[config.mk]
export PLATFORM = sky130hd
export DESIGN_NAME = ordered_list_append_delete_top
export DESIGN_NICKNAME = d
export VERILOG_FILES = /design/src/rtl/olad_pkg.sv /design/src/rtl/olad_ram.sv /design/src/rtl/olad_walk.sv /design/src/rtl/olad_rsp.sv /design/src/rtl/ordered_list_append_delete_top.sv
export SDC_FILE = /design/constraint.sdc
export NUM_CORES = 2
export LEC_CHECK = 0
export BUFFER_PORTS_ARGS = -buffer_cell sky130_fd_sc_hd__buf_2
export CAP_MARGIN = 20
export CELL_PAD_IN_SITES_DETAIL_PLACEMENT = 1
export CELL_PAD_IN_SITES_GLOBAL_PLACEMENT = 1
export CORE_AREA = 8 8 343 378
export DETAILED_ROUTE_END_ITERATION = 7
export DIE_AREA = 0 0 351 386
export PLACE_DENSITY = 0.83
export SETUP_SLACK_MARGIN = 0.15
export SLEW_MARGIN = 15
export SYNTH_ARGS = -nofsm -noshare
export SYNTH_HDL_FRONTEND = slang
export SYNTH_SLANG_ARGS = --single-unit
[constraint.sdc]
create_clock -name clock -period 6.21 [get_ports clock]
set_input_delay 0 -clock clock [delete_from_list [all_inputs] [get_ports clock]]
set_output_delay 0 -clock clock [all_outputs]
set_load 0.01 [all_outputs]
[src/rtl/olad_pkg.sv]
`default_nettype none

package olad_pkg;

   // node store size and derived widths
   localparam int CAPACITY = 32;
   localparam int IDX_W    = $clog2(CAPACITY);
   localparam int PTR_W    = IDX_W + 1;
   localparam int CNT_W    = $clog2(CAPACITY + 1);
   localparam int ELEM_W   = 32;
   localparam int ACT_W    = 2;
   localparam int STATUS_W = 3;

   // null link: top bit set, outside the slot range
   localparam logic [PTR_W-1:0] NULL_PTR = {1'b1, {IDX_W{1'b0}}};

   // actions
   localparam logic [ACT_W-1:0] ACT_APPEND   = 2'd0;
   localparam logic [ACT_W-1:0] ACT_DELETE   = 2'd1;
   localparam logic [ACT_W-1:0] ACT_READ_FWD = 2'd2;
   localparam logic [ACT_W-1:0] ACT_READ_BWD = 2'd3;

   // result status codes
   localparam logic [STATUS_W-1:0] STATUS_DONE      = 3'd0;
   localparam logic [STATUS_W-1:0] STATUS_NOT_FOUND = 3'd1;
   localparam logic [STATUS_W-1:0] STATUS_EMPTY     = 3'd2;
   localparam logic [STATUS_W-1:0] STATUS_FULL      = 3'd3;
   localparam logic [STATUS_W-1:0] STATUS_ELEMENT   = 3'd4;

   // one result handed from the walker to the output stage
   typedef struct packed {
      logic                     valid;
      logic [STATUS_W-1:0]      status;
      logic signed [ELEM_W-1:0] element;
      logic                     last;
   } emit_type;

endpackage

`default_nettype wire

[src/rtl/olad_ram.sv]
`default_nettype none

module olad_ram #(
   parameter int WIDTH = 8,
   parameter int DEPTH = 32,
   localparam int AW = $clog2(DEPTH)
) (
   input  wire logic             clock,
   input  wire logic             wr_en,
   input  wire logic [AW-1:0]    wr_addr,
   input  wire logic [WIDTH-1:0] wr_data,
   input  wire logic [AW-1:0]    rd_addr,
   output logic      [WIDTH-1:0] rd_data
);

   logic [WIDTH-1:0] mem [DEPTH];

   always_ff @(posedge clock) begin
      if (wr_en) begin
         mem[wr_addr] <= wr_data;
      end
      rd_data <= mem[rd_addr];
   end

endmodule

`default_nettype wire

[src/rtl/olad_walk.sv]
`default_nettype none

module olad_walk
   import olad_pkg::*;
(
   input  wire logic                     clock,
   input  wire logic                     reset,
   input  wire logic                     req_valid,
   output logic                          req_stall,
   input  wire logic [ACT_W-1:0]         req_action,
   input  wire logic signed [ELEM_W-1:0] req_value,
   input  wire logic                     out_free,
   output emit_type                      emit
);

   localparam logic [1:0] S_IDLE = 2'd0;
   localparam logic [1:0] S_WAIT = 2'd1;
   localparam logic [1:0] S_LINK = 2'd2;
   localparam logic [1:0] S_RESP = 2'd3;

   logic [1:0]               state_ff, state_in;
   logic [ACT_W-1:0]         op_ff, op_in;
   logic signed [ELEM_W-1:0] key_ff, key_in;
   logic [PTR_W-1:0]         cur_ff, cur_in;
   logic [PTR_W-1:0]         head_ff, head_in;
   logic [PTR_W-1:0]         tail_ff, tail_in;
   logic [CNT_W-1:0]         count_ff, count_in;
   logic [CAPACITY-1:0]      mask_ff, mask_in;
   logic [STATUS_W-1:0]      resp_ff, resp_in;

   logic [IDX_W-1:0]  rd_addr;
   logic              val_we, nxt_we, prv_we;
   logic [IDX_W-1:0]  val_wa, nxt_wa, prv_wa;
   logic [ELEM_W-1:0] val_wd, val_rd;
   logic [PTR_W-1:0]  nxt_wd, prv_wd, nxt_rd, prv_rd;

   logic [IDX_W-1:0] free_slot;
   logic [PTR_W-1:0] start_ptr;
   logic [PTR_W-1:0] step_ptr;

   olad_ram #(.WIDTH(ELEM_W), .DEPTH(CAPACITY)) u_val (
      .clock(clock), .wr_en(val_we), .wr_addr(val_wa), .wr_data(val_wd),
      .rd_addr(rd_addr), .rd_data(val_rd)
   );

   olad_ram #(.WIDTH(PTR_W), .DEPTH(CAPACITY)) u_nxt (
      .clock(clock), .wr_en(nxt_we), .wr_addr(nxt_wa), .wr_data(nxt_wd),
      .rd_addr(rd_addr), .rd_data(nxt_rd)
   );

   olad_ram #(.WIDTH(PTR_W), .DEPTH(CAPACITY)) u_prv (
      .clock(clock), .wr_en(prv_we), .wr_addr(prv_wa), .wr_data(prv_wd),
      .rd_addr(rd_addr), .rd_data(prv_rd)
   );

   // lowest clear bit of the in-use mask
   always_comb begin
      free_slot = '0;
      for (int i = CAPACITY - 1; i >= 0; i--) begin
         if (!mask_ff[i]) begin
            free_slot = IDX_W'(i);
         end
      end
   end

   assign req_stall = (state_ff != S_IDLE);
   assign start_ptr = (req_action == ACT_READ_BWD) ? tail_ff : head_ff;
   assign step_ptr  = (op_ff == ACT_READ_FWD) ? nxt_rd : prv_rd;

   always_comb begin
      state_in = state_ff;
      op_in    = op_ff;
      key_in   = key_ff;
      cur_in   = cur_ff;
      head_in  = head_ff;
      tail_in  = tail_ff;
      count_in = count_ff;
      mask_in  = mask_ff;
      resp_in  = resp_ff;
      rd_addr  = cur_ff[IDX_W-1:0];
      val_we   = 1'b0;
      val_wa   = free_slot;
      val_wd   = req_value;
      nxt_we   = 1'b0;
      nxt_wa   = free_slot;
      nxt_wd   = NULL_PTR;
      prv_we   = 1'b0;
      prv_wa   = free_slot;
      prv_wd   = tail_ff;
      emit     = '0;
      case (state_ff)
         S_IDLE: begin
            if (req_valid) begin
               op_in  = req_action;
               key_in = req_value;
               if (req_action == ACT_APPEND) begin
                  if (count_ff == CNT_W'(CAPACITY)) begin
                     resp_in  = STATUS_FULL;
                     state_in = S_RESP;
                  end else begin
                     // new node: value, null forward link, back link to old tail
                     val_we   = 1'b1;
                     nxt_we   = 1'b1;
                     prv_we   = 1'b1;
                     cur_in   = tail_ff;
                     tail_in  = {1'b0, free_slot};
                     mask_in[free_slot] = 1'b1;
                     count_in = count_ff + CNT_W'(1);
                     if (!tail_ff[PTR_W-1]) begin
                        state_in = S_LINK;
                     end else begin
                        head_in  = {1'b0, free_slot};
                        resp_in  = STATUS_DONE;
                        state_in = S_RESP;
                     end
                  end
               end else if (count_ff == '0) begin
                  resp_in  = STATUS_EMPTY;
                  state_in = S_RESP;
               end else begin
                  rd_addr  = start_ptr[IDX_W-1:0];
                  cur_in   = start_ptr;
                  state_in = S_WAIT;
               end
            end
         end
         S_WAIT: begin
            if (op_ff == ACT_DELETE) begin
               if (val_rd == key_ff) begin
                  // unlink the matching node
                  if (!nxt_rd[PTR_W-1]) begin
                     prv_we = 1'b1;
                     prv_wa = nxt_rd[IDX_W-1:0];
                     prv_wd = prv_rd;
                  end else begin
                     tail_in = prv_rd;
                  end
                  if (!prv_rd[PTR_W-1]) begin
                     nxt_we = 1'b1;
                     nxt_wa = prv_rd[IDX_W-1:0];
                     nxt_wd = nxt_rd;
                  end else begin
                     head_in = nxt_rd;
                  end
                  mask_in[cur_ff[IDX_W-1:0]] = 1'b0;
                  count_in = count_ff - CNT_W'(1);
                  resp_in  = STATUS_DONE;
                  state_in = S_RESP;
               end else if (!nxt_rd[PTR_W-1]) begin
                  rd_addr = nxt_rd[IDX_W-1:0];
                  cur_in  = nxt_rd;
               end else begin
                  resp_in  = STATUS_NOT_FOUND;
                  state_in = S_RESP;
               end
            end else if (out_free) begin
               emit.valid   = 1'b1;
               emit.status  = STATUS_ELEMENT;
               emit.element = val_rd;
               emit.last    = step_ptr[PTR_W-1];
               if (!step_ptr[PTR_W-1]) begin
                  rd_addr = step_ptr[IDX_W-1:0];
                  cur_in  = step_ptr;
               end else begin
                  state_in = S_IDLE;
               end
            end
            // output stage busy: re-read the same node
         end
         S_LINK: begin
            nxt_we   = 1'b1;
            nxt_wa   = cur_ff[IDX_W-1:0];
            nxt_wd   = tail_ff;
            resp_in  = STATUS_DONE;
            state_in = S_RESP;
         end
         S_RESP: begin
            if (out_free) begin
               emit.valid  = 1'b1;
               emit.status = resp_ff;
               emit.last   = 1'b1;
               state_in    = S_IDLE;
            end
         end
         default: begin
            state_in = S_IDLE;
         end
      endcase
   end

   always_ff @(posedge clock) begin
      if (reset) begin
         state_ff <= S_IDLE;
         head_ff  <= NULL_PTR;
         tail_ff  <= NULL_PTR;
         count_ff <= '0;
         mask_ff  <= '0;
      end else begin
         state_ff <= state_in;
         head_ff  <= head_in;
         tail_ff  <= tail_in;
         count_ff <= count_in;
         mask_ff  <= mask_in;
      end
      op_ff   <= op_in;
      key_ff  <= key_in;
      cur_ff  <= cur_in;
      resp_ff <= resp_in;
   end

   a_count_mask: assert property (@(posedge clock) disable iff (reset)
      $countones(mask_ff) == int'(count_ff))
      else $error("entry count disagrees with in-use mask");

   a_empty_ptrs: assert property (@(posedge clock) disable iff (reset)
      (count_ff == '0) |-> (head_ff == NULL_PTR && tail_ff == NULL_PTR))
      else $error("empty list with live head or tail");

   a_head_used: assert property (@(posedge clock) disable iff (reset)
      (count_ff != '0) |-> (!head_ff[PTR_W-1] && !tail_ff[PTR_W-1]
                            && mask_ff[head_ff[IDX_W-1:0]] && mask_ff[tail_ff[IDX_W-1:0]]))
      else $error("head or tail points at a free slot");

   a_append_grows: assert property (@(posedge clock) disable iff (reset)
      (state_ff == S_IDLE && req_valid && req_action == ACT_APPEND
       && count_ff != CNT_W'(CAPACITY)) |=> (count_ff == $past(count_ff) + CNT_W'(1)))
      else $error("append did not grow the list");

endmodule

`default_nettype wire

[src/rtl/olad_rsp.sv]
`default_nettype none

module olad_rsp
   import olad_pkg::*;
(
   input  wire logic                clock,
   input  wire logic                reset,
   input  wire emit_type            emit,
   input  wire logic                rsp_stall,
   output logic                     out_free,
   output logic                     rsp_valid,
   output logic [STATUS_W-1:0]      rsp_status,
   output logic signed [ELEM_W-1:0] rsp_element,
   output logic                     rsp_last
);

   logic                     valid_ff, valid_in;
   logic [STATUS_W-1:0]      status_ff;
   logic signed [ELEM_W-1:0] element_ff;
   logic                     last_ff;

   // free when empty or being taken this cycle
   assign out_free = !valid_ff || !rsp_stall;
   assign valid_in = emit.valid || (valid_ff && rsp_stall);

   always_ff @(posedge clock) begin
      if (reset) begin
         valid_ff <= 1'b0;
      end else begin
         valid_ff <= valid_in;
      end
      if (emit.valid) begin
         status_ff  <= emit.status;
         element_ff <= emit.element;
         last_ff    <= emit.last;
      end
   end

   assign rsp_valid   = valid_ff;
   assign rsp_status  = status_ff;
   assign rsp_element = element_ff;
   assign rsp_last    = last_ff;

endmodule

`default_nettype wire

[src/rtl/ordered_list_append_delete_top.sv]
// append answers through the response state, via a link state when an old tail is joined;
// delete visits nodes from the head in turn, up to CAPACITY, then answers
// read gives one element per cycle while not stalled, from the node store, up to CAPACITY
// one item at a time; next item is taken once its last result sits in the output register
// reset (synchronous, active high) empties the list at once; the node store needs no clear
`default_nettype none

module ordered_list_append_delete_top
   import olad_pkg::*;
(
   input  wire logic                     clock,
   input  wire logic                     reset,
   input  wire logic                     req_valid,
   output logic                          req_stall,
   input  wire logic [ACT_W-1:0]         req_action,
   input  wire logic signed [ELEM_W-1:0] req_value,
   output logic                          rsp_valid,
   input  wire logic                     rsp_stall,
   output logic [STATUS_W-1:0]           rsp_status,
   output logic signed [ELEM_W-1:0]      rsp_element,
   output logic                          rsp_last
);

   // result from the walker, and back-pressure from the output register
   emit_type emit;
   logic     out_free;

   // sequencer with the three node memories (values, forward, backward links)
   olad_walk u_walk (
      .clock     (clock),
      .reset     (reset),
      .req_valid (req_valid),
      .req_stall (req_stall),
      .req_action(req_action),
      .req_value (req_value),
      .out_free  (out_free),
      .emit      (emit)
   );

   // output register: holds a result until its transfer completes
   olad_rsp u_rsp (
      .clock      (clock),
      .reset      (reset),
      .emit       (emit),
      .rsp_stall  (rsp_stall),
      .out_free   (out_free),
      .rsp_valid  (rsp_valid),
      .rsp_status (rsp_status),
      .rsp_element(rsp_element),
      .rsp_last   (rsp_last)
   );

endmodule

`default_nettype wire
==> results.py <==
metrics = {
    "timing": {
        "finalCriticalPeriod_ns": 5.87,
        "fin_worst_skew_ns": 0.0557,
        "finalSetupViolCount": 0,
        "max_clock_freq_ghz": 0.170,
        "post-route-period-util_pct": 94.5,
        "maxSlewHeadroom_pct": 21.7,
        "finalMaxSlewViolations": 0,
        "tns_ns": 0,
        "worst_pin_slew_ns": 1.16,
        "grt_setup_unrepaired": "false",
        "report.final.hold_viol_count": 0,
    },
    "logic_synthesis": {
        "cell_count_after_synthesis": 4684,
        "post_synthesis_sequential_element_count": 1581,
        "ys.flop_type": "sky130_fd_sc_hd__edfxtp_1",
        "number_of_warnings_printed_during_yosys_synthesis": 0,
        "syn_area_mm2": 0.0648,
        "synth_enable_flop_cells": 1485,
        "synth_cell_types": 82,
        "synth_fp_nets": 4731,
        "ys_seq_area_share_pct": 71.7,
        "asyncSetResetFlopFracSynth_pct": 0,
        "synthesis.area_per_instance_um2": 13.8,
    },
    "power": {
        "pwr_density_cell_mw_per_mm2": 555,
        "worst_ir_drop_on_vdd_uv": 882,
        "power_switching_mw": 17.9,
        "finalPower_mw": 40.5,
        "power_frac_comb_pct": 44.8,
        "p_clk_share_pct": 23.5,
        "power_switching_share_pct": 44.3,
        "cellLeakagePower_nw": 23.6,
        "intPower_mw": 22.6,
        "power_frac_seq_pct": 31.7,
    },
    "drt": {
        "drtPass1Iterations": 8,
        "routed_wirelength_um": 230000,
        "post_drt_wl_per_cell_um": 35.5,
        "ant_nets": 0,
        "per_cell_via_count_in_the_routed_design": 7.23,
        "drc_errors": 1,
        "route.vias.total": 46900,
        "first_iter_violations": 7012,
    },
    "floorplanning": {
        "num_rows": 135,
        "core-area_mm2": 0.123,
        "start_util_pct": 52.8,
        "dieHeight_um": 386,
        "floorplan.die.width_um": 351,
        "die_area_mm2": 0.135,
        "design.portCount": 76,
    },
    "layout": {
        "final_net_count": 4749,
        "final_layout_size_suffix_gt1_share_pct": 12.4,
        "layout.cells.most_common": "sky130_fd_sc_hd__edfxtp_1",
        "layout.cells.most_common_list": "sky130_fd_sc_hd__edfxtp_1, sky130_fd_sc_hd__nand3_1, sky130_fd_sc_hd__nand2_1, sky130_fd_sc_hd__a21oi_1, sky130_fd_sc_hd__o21ai_0",
        "layout-area-overhead-vs-synth_pct": 12.5,
    },
    "cts": {
        "cts_made_buffers": 154,
        "tritoncts_clock_tree": "built",
        "clock_latency_ns": 0.82,
        "max-clock-path-buffers": 3,
        "clock_tree.root_cell": "sky130_fd_sc_hd__clkbuf_16",
        "numClockSinks": 1581,
        "clk_pin_slew_ns": 0.07,
        "ctsHtreeMaxLevel": 4,
    },
    "critical_path": {
        "critical_path_class": "flop to flop",
        "critPathMaxFanout": 50,
        "cp-end-kind": "flop",
        "worst_ep_required_time_ns": 6.79,
        "timing.critical_path.arrival_ns": 6.45,
        "worst_setup_path_start_kind": "flop",
    },
    "status": {
        "violations": "DRC",
        "outcome": "complete, but fails checks",
    },
    "placement": {
        "gp_routability_congestion": 0.888,
        "number_of_input_and_output_port_buffers_inserted": 75,
        "dp.final_hpwl_um": 124000,
    },
    "global_routing": {
        "grt_max_degree": 184,
        "grt_pass1_vias": 47900,
        "grt_usage_pct": 32.9,
        "number_of_antenna_violations_at_the_first_check_in_global_routing": 8,
        "grt_first_pass_wirelength_um": 328000,
        "globalRoute.totalOverflow": 0,
    },
    "job": {
        "max_cap_viol_count": 0,
    },
    "worst_hold_path": {
        "holdCritPathClass": "input port to flop",
    },
}
## layout make-up
type	instances	area (um^2)
sequential	1581	46500
fill	11400	49900
inverter	24	90.1
clock buffer	198	4190
antenna	3	7.51
tap	1644	2060
timing repair buffer	243	2170
clock inverter	85	801
multi-input combinational	2698	17100
## critical path: stages, from the launching register on
cell                       delay [ns]
sky130_fd_sc_hd__edfxtp_1        0.41
sky130_fd_sc_hd__xor2_1          0.20
sky130_fd_sc_hd__nor4_1          0.98
sky130_fd_sc_hd__nand4_1         0.47
sky130_fd_sc_hd__o21ai_0         0.70
sky130_fd_sc_hd__nand3_1         0.32
sky130_fd_sc_hd__o311a_4         0.45
sky130_fd_sc_hd__nor2_4          0.57
sky130_fd_sc_hd__buf_4           0.40
sky130_fd_sc_hd__a221oi_1        0.15
sky130_fd_sc_hd__a311oi_1        0.96
## Yosys cell counts (6+ instances only)
| cell | number | share of area [%] |
|---|---|---|
| sky130_fd_sc_hd__a211oi_1 | 10 | 0.12 |
| sky130_fd_sc_hd__a21oi_1 | 248 | 1.9 |
| sky130_fd_sc_hd__a221oi_1 | 46 | 0.62 |
| sky130_fd_sc_hd__a22o_1 | 8 | 0.11 |
| sky130_fd_sc_hd__a22oi_1 | 10 | 0.12 |
| sky130_fd_sc_hd__a311oi_1 | 48 | 0.65 |
| sky130_fd_sc_hd__a31oi_1 | 95 | 0.92 |
| sky130_fd_sc_hd__a32oi_1 | 47 | 0.63 |
| sky130_fd_sc_hd__and2_1 | 44 | 0.42 |
| sky130_fd_sc_hd__and3_1 | 6 | 0.058 |
| sky130_fd_sc_hd__buf_1 | 15 | 0.087 |
| sky130_fd_sc_hd__buf_2 | 94 | 0.73 |
| sky130_fd_sc_hd__buf_4 | 6 | 0.069 |
| sky130_fd_sc_hd__clkbuf_1 | 266 | 1.5 |
| sky130_fd_sc_hd__dfxtp_1 | 96 | 3.0 |
| sky130_fd_sc_hd__edfxtp_1 | 1485 | 69 |
| sky130_fd_sc_hd__ha_1 | 8 | 0.15 |
| sky130_fd_sc_hd__inv_1 | 23 | 0.13 |
| sky130_fd_sc_hd__mux2_1 | 10 | 0.17 |
| sky130_fd_sc_hd__mux2_2 | 82 | 1.4 |
| sky130_fd_sc_hd__mux2i_1 | 188 | 2.9 |
| sky130_fd_sc_hd__nand2_1 | 371 | 2.1 |
| sky130_fd_sc_hd__nand2b_1 | 11 | 0.11 |
| sky130_fd_sc_hd__nand3_1 | 443 | 3.4 |
| sky130_fd_sc_hd__nand3b_1 | 11 | 0.13 |
| sky130_fd_sc_hd__nand4_1 | 102 | 0.98 |
| sky130_fd_sc_hd__nor2_1 | 125 | 0.72 |
| sky130_fd_sc_hd__nor3_1 | 223 | 1.7 |
| sky130_fd_sc_hd__nor4_1 | 11 | 0.11 |
| sky130_fd_sc_hd__o2111ai_1 | 176 | 2.4 |
| sky130_fd_sc_hd__o211ai_1 | 6 | 0.069 |
| sky130_fd_sc_hd__o21ai_0 | 227 | 1.8 |
| sky130_fd_sc_hd__xor2_1 | 33 | 0.45 |
## cells by family after synthesis
group                    count (synthesis)  synth area share, %
flip-flops                            1581                 71.7
AND/OR/NAND/NOR                       1385                 10.3
AO/OA/AOI/OAI                          986                 10.2
buffers and inverters                  405                 2.56
multiplexers                           280                 4.50
XOR/XNOR                                38                0.513
adder cells (fa/ha/maj)                  9                0.185
## stage by stage
step / utilization (%) / setup WS [ns] / hold slack (ns) / area (um^2) / cells
after global routing: 59.4 / 0.396 / 0.285 / 72900 / 6473
final: 59.4 / 0.344 / 0.267 / 72900 / 6476
after CTS: 59.3 / 0.433 / 0.233 / 72800 / 6470
after floorplan: - / 0.920 / 0.0989 / 64800 / 4684
after detailed placement: 54.9 / 0.671 / 0.273 / 67400 / 6147
after global placement: 54.9 / 0.913 / 0.267 / 67400 / 6147
## worst paths after layout
path                                         start                  endpoint  slack (ns)  cells past startpoint
worst max register to register    u_walk.key_ff[1]   u_walk.u_val.rd_data[9]        0.34                     10
worst max-delay path              u_walk.key_ff[1]   u_walk.u_val.rd_data[9]        0.34                     10
worst min register to register  u_walk.count_ff[2]        u_walk.count_ff[2]        0.50                      2
worst min-delay path                 req_value[19]  u_walk.u_val.mem[12][19]        0.27                      2
## sequential cells by signal, summed over array words and instances, names as in the netlist
| signal | count |
|---|---|
| u_rsp.rsp_status | 3 |
| u_walk.count_ff | 6 |
| u_walk.u_nxt.mem | 192 |
| u_walk.key_ff | 32 |
| u_walk.u_val.mem | 1024 |
| u_rsp.rsp_element | 32 |
| u_walk.head_ff | 5 |
| u_walk.u_nxt.rd_data | 6 |
| u_walk.tail_ff | 6 |
| u_walk.resp_ff | 2 |
| u_walk.cur_ff | 5 |
| u_walk.state_ff | 2 |
| u_walk.mask_ff | 32 |
| u_walk.u_val.rd_data | 32 |
| u_rsp.rsp_last | 1 |
| u_walk.u_prv.mem | 192 |
| u_rsp.rsp_valid | 1 |
| u_walk.u_prv.rd_data | 6 |
| u_walk.op_ff | 2 |
## timing repair
item	4_1_cts	5_1_grt
hold endpoints to repair	1122	0
hold buffers	40	0
resized for setup	0	0
buffers inserted	0	0
## metal layers
metal  part of all wire (%)  vias to the layer above  track usage [%]
met3                     12                     1005             8.35
met2                     47                     4009             52.2
met4                    7.0                       10             20.7
met5                  0.030                        -                0
li1                       -                    18500                -
met1                     35                    23300             40.3
## power by group through the flow
stage	logic [mW]	clock network (mW)	registers (mW)
3_3_place_gp	16.1	0	13.0
3_5_place_dp	16.9	0	13.0
2_1_floorplan	10.4	0	12.8
5_1_grt	18.6	9.83	12.8
4_1_cts	17.4	9.47	12.8
6_report	18.1	9.51	12.8
Power figures use the tool's default switching activity.
